==> config.mk <==
export PLATFORM = sky130hd
export DESIGN_NAME = signed_leb128_block_decoder_unit
export DESIGN_NICKNAME = d
export VERILOG_FILES = /design/src/rtl/core/slbd_pkg.sv /design/src/rtl/core/signed_leb128_block_decoder_unit.sv /design/src/rtl/core/slbd_dec.sv
export SDC_FILE = /design/constraint.sdc
export NUM_CORES = 1
export LEC_CHECK = 0
export ABC_AREA = 0
export BUFFER_PORTS_ARGS = -buffer_cell sky130_fd_sc_hd__buf_2
export CORE_UTILIZATION = 55
export CTS_BUF_LIST = sky130_fd_sc_hd__clkbuf_8
export CTS_CLUSTER_SIZE = 40
export DETAILED_ROUTE_END_ITERATION = 8
export GPL_ROUTABILITY_DRIVEN = 0
export PLACE_DENSITY = 0.74
export SYNTH_ARGS = -nofsm -noshare
export SYNTH_HDL_FRONTEND = slang
export SYNTH_SLANG_ARGS = --single-unit
export TNS_END_PERCENT = 5
==> constraint.sdc <==
create_clock -name clk -period 7.2 [get_ports clk]
set_input_delay 0.36 -clock clk [delete_from_list [all_inputs] [get_ports clk]]
set_output_delay 0.36 -clock clk [all_outputs]
set_load 0.02 [all_outputs]
==> src/rtl/core/slbd_pkg.sv <==
package slbd_pkg;

	localparam int unsigned ValueWidth = 32;
	localparam int unsigned CountWidth = 32;
	localparam int unsigned ByteWidth  = 8;
	localparam int unsigned CfgIdxWidth = 2;

	localparam logic [2:0] GroupsNarrow = 3'd3;
	localparam logic [2:0] GroupsWide   = 3'd5;
	localparam logic [5:0] BitsNarrow   = 6'd16;
	localparam logic [5:0] BitsWide     = 6'd32;

	typedef enum logic [1:0] {
		ST_OK        = 2'd0,
		ST_TOO_LONG  = 2'd1,
		ST_PAST_SIZE = 2'd2,
		ST_LEFT_OVER = 2'd3
	} slbd_status_t;

	typedef enum logic [CfgIdxWidth-1:0] {
		CFG_WIDE_VALUES = 2'd0,
		CFG_BLOCK_BYTES = 2'd1,
		CFG_VALUE_COUNT = 2'd2
	} slbd_cfg_idx_t;

	typedef struct packed {
		logic [ValueWidth-1:0] value;
		logic [CountWidth-1:0] index;
		slbd_status_t          status;
		logic                  last;
	} slbd_res_t;

endpackage

==> src/rtl/core/signed_leb128_block_decoder_unit.sv <==
// Each accepted byte is held in the input register; the decode state updates from it in one pass.
// Throughput: one byte per cycle while the skid register is empty.
// An output register plus a skid register keep the input moving while a result waits.
// Reset (arst_n low) clears the pipeline, the decode state and the registers to
// 16-bit values, block size zero and value count one.
module signed_leb128_block_decoder_unit
	import slbd_pkg::*;
(
	input  logic                   clk,
	input  logic                   arst_n,
	input  logic                   s_axis_tvalid,
	output logic                   s_axis_tready,
	input  logic [7:0]             s_axis_tdata,   // [7:0] data_byte
	output logic                   m_axis_tvalid,
	input  logic                   m_axis_tready,
	output logic [63:0]            m_axis_tdata,   // [31:0] decoded_value, [63:32] value_index
	output logic [1:0]             m_axis_tuser,   // [1:0] status
	output logic                   m_axis_tlast,
	input  logic                   cfg_valid,
	output logic                   cfg_ready,
	input  logic [CfgIdxWidth-1:0] cfg_index,
	input  logic [CountWidth-1:0]  cfg_data
);

	logic      res_valid;
	slbd_res_t res;
	logic      out_valid_q;
	slbd_res_t out_q;
	logic      skid_valid_q;
	slbd_res_t skid_q;
	logic      out_free;

	assign cfg_ready = 1'b1;
	assign out_free  = !out_valid_q || m_axis_tready;

	slbd_dec u_dec (
		.clk       (clk),
		.arst_n    (arst_n),
		.in_valid  (s_axis_tvalid),
		.in_ready  (s_axis_tready),
		.in_byte   (s_axis_tdata),
		.cfg_wr    (cfg_valid && cfg_ready),
		.cfg_idx   (cfg_index),
		.cfg_wdata (cfg_data),
		.adv       (!skid_valid_q),
		.res_valid (res_valid),
		.res       (res)
	);

	always_ff @(posedge clk or negedge arst_n) begin
		if (!arst_n) begin
			out_valid_q  <= 1'b0;
			skid_valid_q <= 1'b0;
		end else if (out_free) begin
			out_valid_q  <= skid_valid_q || res_valid;
			skid_valid_q <= 1'b0;
		end else if (res_valid) begin
			skid_valid_q <= 1'b1;
		end
	end

	always_ff @(posedge clk) begin
		if (out_free) begin
			out_q <= skid_valid_q ? skid_q : res;
		end else if (res_valid) begin
			skid_q <= res;
		end
	end

	assign m_axis_tvalid = out_valid_q;
	assign m_axis_tdata  = {out_q.index, out_q.value};
	assign m_axis_tuser  = out_q.status;
	assign m_axis_tlast  = out_q.last;

	a_skid_needs_out: assert property (@(posedge clk) disable iff (!arst_n)
		skid_valid_q |-> out_valid_q)
		else $error("skid register holds an item while the output register is empty");

	a_error_ends_block: assert property (@(posedge clk) disable iff (!arst_n)
		m_axis_tvalid && m_axis_tuser != ST_OK |-> m_axis_tlast)
		else $error("error result does not end the block");

	a_error_zero_value: assert property (@(posedge clk) disable iff (!arst_n)
		m_axis_tvalid && m_axis_tuser != ST_OK |-> m_axis_tdata[31:0] == '0)
		else $error("error result carries a nonzero value");

	a_no_result_when_full: assert property (@(posedge clk) disable iff (!arst_n)
		skid_valid_q |-> !res_valid)
		else $error("result produced while both output registers are full");

endmodule

==> src/rtl/core/slbd_dec.sv <==
module slbd_dec
	import slbd_pkg::*;
(
	input  logic                   clk,
	input  logic                   arst_n,
	input  logic                   in_valid,
	output logic                   in_ready,
	input  logic [ByteWidth-1:0]   in_byte,
	input  logic                   cfg_wr,
	input  logic [CfgIdxWidth-1:0] cfg_idx,
	input  logic [CountWidth-1:0]  cfg_wdata,
	input  logic                   adv,
	output logic                   res_valid,
	output slbd_res_t              res
);

	logic                  valid_s1;
	logic [ByteWidth-1:0]  byte_s1;

	logic                  wide_q;
	logic [CountWidth-1:0] block_bytes_q;
	logic [CountWidth-1:0] value_count_q;

	logic [ValueWidth-1:0] partial_q;
	logic [2:0]            group_q;
	logic [CountWidth-1:0] bytes_left_q;
	logic [CountWidth-1:0] done_q;
	logic                  stopped_q;

	logic [ValueWidth-1:0] partial_n;
	logic [2:0]            group_n;
	logic [CountWidth-1:0] bytes_left_n;
	logic [CountWidth-1:0] done_n;
	logic                  stopped_n;

	logic                  work;
	logic                  cfg_hit;
	logic [CountWidth-1:0] restart_bytes;
	logic [5:0]            shift;
	logic [5:0]            fill_shift;
	logic [5:0]            width_bits;
	logic [ValueWidth-1:0] width_mask;
	logic [ValueWidth-1:0] acc;
	logic [ValueWidth-1:0] value;
	logic [2:0]            group_inc;
	logic [2:0]            group_limit;
	logic [CountWidth-1:0] done_inc;

	assign in_ready = !valid_s1 || adv;
	assign work     = valid_s1 && adv;

	always_ff @(posedge clk or negedge arst_n) begin
		if (!arst_n) begin
			valid_s1 <= 1'b0;
		end else if (in_ready) begin
			valid_s1 <= in_valid;
		end
	end

	always_ff @(posedge clk) begin
		if (in_ready && in_valid) begin
			byte_s1 <= in_byte;
		end
	end

	always_comb begin
		cfg_hit = 1'b0;
		unique case (cfg_idx)
			CFG_WIDE_VALUES, CFG_BLOCK_BYTES, CFG_VALUE_COUNT: cfg_hit = cfg_wr;
			default: cfg_hit = 1'b0;
		endcase
	end

	assign restart_bytes = (cfg_idx == CFG_BLOCK_BYTES) ? cfg_wdata : block_bytes_q;

	always_comb begin
		width_bits  = wide_q ? BitsWide : BitsNarrow;
		width_mask  = wide_q ? 32'hffff_ffff : 32'h0000_ffff;
		group_limit = wide_q ? GroupsWide : GroupsNarrow;
		shift       = 6'(group_q) * 6'd7;
		fill_shift  = shift + 6'd7;
		group_inc   = group_q + 3'd1;
		done_inc    = done_q + 32'd1;

		acc = (partial_q | ({25'd0, byte_s1[6:0]} << shift)) & width_mask;
		value = acc;
		if (fill_shift < width_bits && byte_s1[6]) begin
			value = acc | ((32'hffff_ffff << fill_shift) & width_mask);
		end
		if (!wide_q) begin
			value = {{16{value[15]}}, value[15:0]};
		end

		partial_n    = partial_q;
		group_n      = group_q;
		bytes_left_n = bytes_left_q;
		done_n       = done_q;
		stopped_n    = stopped_q;
		res_valid    = 1'b0;
		res          = '{value: '0, index: done_q, status: ST_OK, last: 1'b0};

		if (work && !stopped_q) begin
			if (bytes_left_q == '0) begin
				stopped_n  = 1'b1;
				res_valid  = 1'b1;
				res.status = ST_PAST_SIZE;
				res.last   = 1'b1;
			end else begin
				bytes_left_n = bytes_left_q - 32'd1;
				if (byte_s1[7]) begin
					group_n   = group_inc;
					partial_n = acc;
					if (group_inc >= group_limit) begin
						stopped_n  = 1'b1;
						res_valid  = 1'b1;
						res.status = ST_TOO_LONG;
						res.last   = 1'b1;
					end
				end else begin
					partial_n = '0;
					group_n   = '0;
					done_n    = done_inc;
					res_valid = 1'b1;
					res.value = value;
					if (done_inc == value_count_q) begin
						stopped_n = 1'b1;
						res.last  = 1'b1;
						if (bytes_left_n != '0) begin
							res.value  = '0;
							res.status = ST_LEFT_OVER;
						end
					end
				end
			end
		end
	end

	always_ff @(posedge clk or negedge arst_n) begin
		if (!arst_n) begin
			wide_q        <= 1'b0;
			block_bytes_q <= '0;
			value_count_q <= 32'd1;
			partial_q     <= '0;
			group_q       <= '0;
			bytes_left_q  <= '0;
			done_q        <= '0;
			stopped_q     <= 1'b0;
		end else if (cfg_hit) begin
			unique case (cfg_idx)
				CFG_WIDE_VALUES: wide_q        <= cfg_wdata[0];
				CFG_BLOCK_BYTES: block_bytes_q <= cfg_wdata;
				CFG_VALUE_COUNT: value_count_q <= cfg_wdata;
				default: ;
			endcase
			partial_q    <= '0;
			group_q      <= '0;
			bytes_left_q <= restart_bytes;
			done_q       <= '0;
			stopped_q    <= 1'b0;
		end else begin
			partial_q    <= partial_n;
			group_q      <= group_n;
			bytes_left_q <= bytes_left_n;
			done_q       <= done_n;
			stopped_q    <= stopped_n;
		end
	end

	a_group_bound: assert property (@(posedge clk) disable iff (!arst_n)
		!stopped_q |-> group_q < group_limit)
		else $error("group count reached the value width without stopping");

	a_stop_on_last: assert property (@(posedge clk) disable iff (!arst_n)
		res_valid && res.last && !cfg_hit |=> stopped_q)
		else $error("block did not stop after its last result");

	a_silent_when_stopped: assert property (@(posedge clk) disable iff (!arst_n)
		stopped_q |-> !res_valid)
		else $error("result produced after the block stopped");

endmodule

==> After elaboration in Yosys (flattened, before gate mapping) <==
Index checks and enable logic that the tools add are counted.
Widths: inputs -> output; s select.
{ "word_totals": {"reg_bits": 310, "latchBits": 0, "mem_bits_rw": 0, "romBits": 0, "input_bits": 47, "out_inout_bits": 70, "word_cells": 110, "n_memories": 0} }
{ "op_classes": {"add_sub_neg": 4, "multipliers": 1, "div": 0, "magnitude_cmp": 2, "eq_ne": 6, "shifts": 2, "mux": 46, "n_bitwise": 5, "reduce_logical": 24} }
{ "op_table": {"columns": ["cell", "count"], "rows": [
  ["$mux 32", 20],
  ["$mux 67", 1],
  ["$and 32x32->32", 2],
  ["$or 32x32->32", 2],
  ["$add 32x1->32 const B", 1],
  ["$eq 32x32->1", 1],
  ["$logic_not 32->1", 1],
  ["$reduce_bool 32->1", 1],
  ["$shl 32x6->32 const A", 1],
  ["$shl 7x6->32", 1],
  ["$sub 32x1->32 const B", 1],
  ["$mux 3", 9],
  ["$mux 1", 13],
  ["$reduce_and 2->1", 4],
  ["$add 6x3->6 const B", 1],
  ["$lt 6x6->1", 1],
  ["$mul 3x3->6 const B", 1],
  ["$mux 6", 1],
  ["$reduce_and 3->1", 2],
  ["$logic_and 1x1->1", 4],
  ["$logic_not 1->1", 4],
  ["$mux 2", 2],
  ["$ne 4x4->1 const B", 1],
  ["$reduce_bool 2->1", 2],
  ["11 further kinds", 13]
]} }

==> Logic depth before layout (Yosys ltp) <==
{ "logic_depth": {"ltp_word": 13, "depth_mapped": 20, "ltp_nobuf": 18} }

==> Modules after synthesis <==
Synthesis repeated with hierarchy kept, for this count alone.
{ "hier_totals": {"hier_cells": 1386, "hier_area_um2": 15668.8} }
{ "by_module_without_submodules": {"columns": ["mod", "instances", "cells_each", "area_per_inst_um2", "seq_area_each_um2"], "rows": [
  ["slbd_dec", 1, 1166, 10711.5, 4395.5],
  ["signed_leb128_block_decoder_unit", 1, 220, 4957.3, 4073.9]
]} }

==> Worst setup path before layout <==
OpenSTA, ideal clock, no wires.
{ "synth_timing": {"path_type": "flip-flop to flip-flop", "start": "reg out_valid_q, in the netlist m_axis_tvalid", "end": "reg skid_q[0] in the netlist's numbering (enable)", "setup_time_ns": 0.492, "arrival_time_ns": 5.044, "t_required_ns": 6.708, "setup_slack_ns": 1.665, "path_stages_with_launch": 3, "n_path_buf": 0, "synth_period_minus_slack_ns": 5.535, "path_cell_list": "dfrtp_1 -> nand2b_1 -> nor2_1"} }
{ "synth_between": {"elab_chain_cells": 4} }
{ "synth_rtl": {"columns": ["element", "line", "source"], "rows": [
  ["start: declaration", "signed_leb128_block_decoder_unit.sv:27", "logic out_valid_q;"],
  ["start signal: assignment", "signed_leb128_block_decoder_unit.sv:55", "out_valid_q <= skid_valid_q || res_valid;"],
  ["$logic_not 1->1", "signed_leb128_block_decoder_unit.sv:34", "assign out_free = !out_valid_q || m_axis_tready;"],
  ["$logic_or 1x1->1", "signed_leb128_block_decoder_unit.sv:34", null],
  ["via out_free", "signed_leb128_block_decoder_unit.sv:31", "logic out_free;"],
  ["$not 1->1 (no source line)", null, null],
  ["$reduce_and 2->1 (no source line)", null, null],
  ["end signal: assignment", "signed_leb128_block_decoder_unit.sv:66", "skid_q <= res;"],
  ["end: declaration", "signed_leb128_block_decoder_unit.sv:30", "slbd_res_t skid_q;"]
]} }
The timed path passes the listed nets, and every way through them passes these cells.
A chain may end at the register's enable or synchronous reset.

==> Worst setup path in the final report <==
{ "layout_timing": {"start": "reg u_dec.group_q[0]", "end": "reg out_q (netlist bit m_axis_tdata[31]) (data pin)"} }
{ "layout_between": {"elab_chain_cells": 13, "elab_cells_between_ends": 18, "classes_between": "1 x add/sub; 1 x mul; 1 x order compare; 2 x shift; 8 x mux; 4 x bitwise; 1 x reduce/logical"} }
{ "layout_rtl": {"columns": ["element", "line", "source"], "rows": [
  ["start: declaration", "slbd_dec.sv:25", "logic [2:0] group_q;"],
  ["start signal: assignment", "slbd_dec.sv:162", "group_q <= group_n;"],
  ["$mul 3x3->6 *", "slbd_dec.sv:80", "shift = 6'(group_q) * 6'd7;"],
  ["$add 6x3->6 / $shl 7x6->32 (equally long branches)", "slbd_dec.sv:81, slbd_dec.sv:85", null],
  ["$shl 32x6->32 / $or 32x32->32 (equally long branches)", "slbd_dec.sv:88, slbd_dec.sv:85", null],
  ["$and 32x32->32, on equally long branches", "slbd_dec.sv:88, slbd_dec.sv:85", null],
  ["$or 32x32->32", "slbd_dec.sv:88", "value = acc | ((32'hffff_ffff << fill_shift) & width_mask);"],
  ["$mux 32 *", "slbd_dec.sv:87", "if (fill_shift < width_bits && byte_s1[6]) begin"],
  ["$mux 32 *", "slbd_dec.sv:90", "if (!wide_q) begin"],
  ["$mux 32", "slbd_dec.sv:128", "if (bytes_left_n != '0) begin"],
  ["$mux 32 *", "slbd_dec.sv:125", "if (done_inc == value_count_q) begin"],
  ["$mux 32 *", "slbd_dec.sv:110", "if (byte_s1[7]) begin"],
  ["$mux 32 *", "slbd_dec.sv:103", "if (bytes_left_q == '0) begin"],
  ["$mux 32 *", "slbd_dec.sv:102", "if (work && !stopped_q) begin"],
  ["$mux 67 *", "signed_leb128_block_decoder_unit.sv:64", "out_q <= skid_valid_q ? skid_q : res;"],
  ["end signal: assignment", "signed_leb128_block_decoder_unit.sv:64", null],
  ["end: declaration", "signed_leb128_block_decoder_unit.sv:28", "slbd_res_t out_q;"]
]} }
Every way passes the cells marked *; elsewhere a longest branch is shown, timed or not.

==> metrics.cfg <==
[finish]
layout.cells.most_common_list = dfrtp_1 (166), nand2_1 (159), edfxtp_1 (142), nor2_1 (128), buf_2 (114)
layout_commonest_cell = dfrtp_1
area_added_between_synthesis_and_finish_pct = 12.3
design.final.nets = 1591
drive_gt1_share_pct = 20.4
final_cell_count_without_fillers = 1945
fill_cells = 2245

[clock_tree]
clock_net_sink_count = 310
path_clk_slew_ns = 0.06
gates_resized_cts_repair = 0
tritoncts_clock_tree = built
total_clock_buffers_created_by_cts = 50
worst_skew_pair.late_latency_ns = 0.58
clk_path_buf_depth = 3
htree_num_levels = 2
cts.hold.buffers_added = 10
cts_root_buffer = clkbuf_8
post_cts_buffers = 0

[worst_setup_path]
critPathLaunch = u_dec.group_q[0]
data_required_time_at_the_worst_endpoint_ns = 7.62
cp-end-kind = register
worst_r2r_startpoint = u_dec.group_q[0]
worst_path_most_repeated_cell = o21ai_0
critPathArrivalTime_ns = 5.47
startpoint_type = register
cpPeakStageDelay_ns = 0.71
critPathMaxFanout = 16
ff2ff_path_depth = 19
worst-setup-path-type = register to register
cp_slowest_cell = a211oi_1
timing.critical_path.cells = inv_1, ha_1, xor2_1, xnor2_1, inv_1, fa_1, nor2b_1, o21a_1, o21ai_0, and2_1, ha_1, o21ai_0, nand3b_1, a211oi_1, nor3_1, a21oi_1, buf_4, o21ai_0, o21ai_0

[hold_path]
startpoint_of_the_tightest_hold_check_path = cfg_data[20]
hp-class = primary input to register
hold_path_depth = 3

[sta]
achievable_freq_mhz = 198
setup_violations = 0
final-hold-violation-count = 0
layout_worst_path_cycle_share_pct = 70.1
clock-skew-final_ns = 0.0263
finalCriticalPeriod_ns = 5.05
tns_ns = 0
grt_setup_unrepaired = no
fin_worst_hold_slack_ns = 0.0458
maxSlewHeadroom_pct = 22.5
worst_pin_slew_ns = 1.15
report.final.slew_viol_count = 0
setup_ws_ns = 2.15

[grt]
grt_usage_pct = 27.3
grt_max_degree = 86
wire_length_of_the_first_global_routing_pass_um = 61000
overflow = 0
first_global_vias = 11100
grt_antenna_before_repair = 1

[synthesis]
synthCells = 1426
syn_area_per_cell_um2 = 10.8
post_synth_instance_area_um2 = 15500
dominantRegCellSynth = dfrtp_1
synth.yosys.seq_area_share_pct = 54.8
async_flop_share_pct = 54.2
synth_seq_cells = 310
synth_edf_count = 142
ys_types = 82
ys_warns = 0
syn-num-nets = 1492

[power]
leakagePower_uw = 0.00705
cellPowerDensity_nw_per_um2 = 286
peakVddDrop_mv = 0.150
total_power_uw = 4960

[placed_design]
dp.final_hpwl_um = 26700
placed_cells = 1841
numPortBuffers = 115
dpl_worst_slack_ns = 2.26

[routing]
vias = 11700
post_drt_via_cell_ratio = 6.02
routed_wl_um = 38500
drt_drc_violations_left = 0
post_route_ant_nets = 0
number_of_violations_reported_at_the_end_of_detailed_routing_iteration_0 = 1026
post_drt_wl_per_cell_um = 19.8
firstDrtPassIters = 6

[outcome]
status = completed

[floorplan]
die_area_um2 = 28800
io_pins = 117
die_width_um = 170
core-area_um2 = 27700
initial_core_utilization_pct = 55.8
die_h_um = 170
rows = 61

[job]
max-cap-violations = 0

==> report_power, final <==
| part | total, uW | internal, uW | switching, uW |
|---|---|---|---|
| Clock | 1520 | 823 | 698 |
| Sequential | 2350 | 2160 | 191 |
| Combinational | 1090 | 395 | 695 |
==> Yosys cell counts, types with 19 or more instances <==
master | n | area share (%)
dfrtp_1 | 167 | 27
nand2_1 | 159 | 3.9
edfxtp_1 | 142 | 28
nor2_1 | 130 | 3.2
mux2_2 | 84 | 6.1
o21ai_0 | 76 | 2.5
xnor2_1 | 62 | 3.5
a21oi_1 | 57 | 1.8
clkbuf_1 | 51 | 1.2
nor3_1 | 42 | 1.4
xor2_1 | 38 | 2.2
nand3_1 | 28 | 0.91
nor4_1 | 25 | 1.0
inv_1 | 24 | 0.58
o221ai_1 | 21 | 1.2
or3_1 | 21 | 0.85
nand4_1 | 20 | 0.81
buf_2 | 19 | 0.61
==> stage by stage <==
step,cell area (um2),utilization [%]
floorplan,15500,-
global placement,16300,58.7
detailed placement,16300,58.7
CTS,17400,62.7
global route,17400,62.7
finish,17400,62.7
==> worst max-delay path, delay by kind of cell, from the launching register on <==
| family | cells | cell delay, ns |
|---|---|---|
| adder cells (fa/ha/maj) | 3 | 1.11 |
| XOR/XNOR | 2 | 0.52 |
| AO/OA/AOI/OAI | 7 | 1.58 |
| flip-flops | 1 | 0.55 |
| buffers and inverters | 3 | 0.55 |
| AND/OR/NAND/NOR | 4 | 0.60 |
==> layout make-up <==
class,instances,area (um2),area share [%]
diodes,1,2.50,0.0144
flip-flops and latches,310,8470,48.8
well taps,378,473,2.72
clock buffers,59,812,4.67
multi-input cells,1001,6540,37.6
clock inverters,34,208,1.20
inverters,24,90.1,0.519
repair buffers,138,779,4.49
==> layer usage <==
| metal | GRT usage, % | wire length, um | up-vias |
|---|---|---|---|
| met5 | 0 | 0 | - |
| met4 | 9.87 | 1270 | 0 |
| met3 | 5.43 | 3250 | 101 |
| met2 | 41.5 | 17100 | 512 |
| met1 | 38.9 | 16800 | 5688 |
| li1 | - | - | 5404 |
==> sequential cells by signal (all words and copies together), names as in the netlist, 2 cells and up <==
| name | cells |
|---|---|
| m_axis_tdata | 64 |
| u_dec.block_bytes_q | 32 |
| u_dec.done_q | 32 |
| u_dec.bytes_left_q | 32 |
| u_dec.group_q | 3 |
| u_dec.value_count_q | 32 |
| m_axis_tuser | 2 |
| u_dec.partial_q | 32 |
| skid_q | 67 |
| u_dec.byte_s1 | 8 |
==> path summary, 6_finish.rpt <==
kind	to	slack, ns
min	u_dec.block_bytes_q[20]	0.05
min in group asynchronous	u_dec.done_q[5]	0.41
min reg2reg	u_dec.block_bytes_q[0]	0.48
max reg2reg	m_axis_tdata[31]	2.15
max in group asynchronous	skid_valid_q	5.05
max	m_axis_tdata[31]	2.15
==> logic make-up after synthesis <==
logic type / share of synthesized area, %
flops: 54.8
xor+xnor: 5.66
buf+inv: 3.24
compound gates: 11.3
mux: 6.44
simple gates: 17.0
fa+ha+maj: 1.59
other cells: 0.0242
Power figures use the tool's default switching activity.
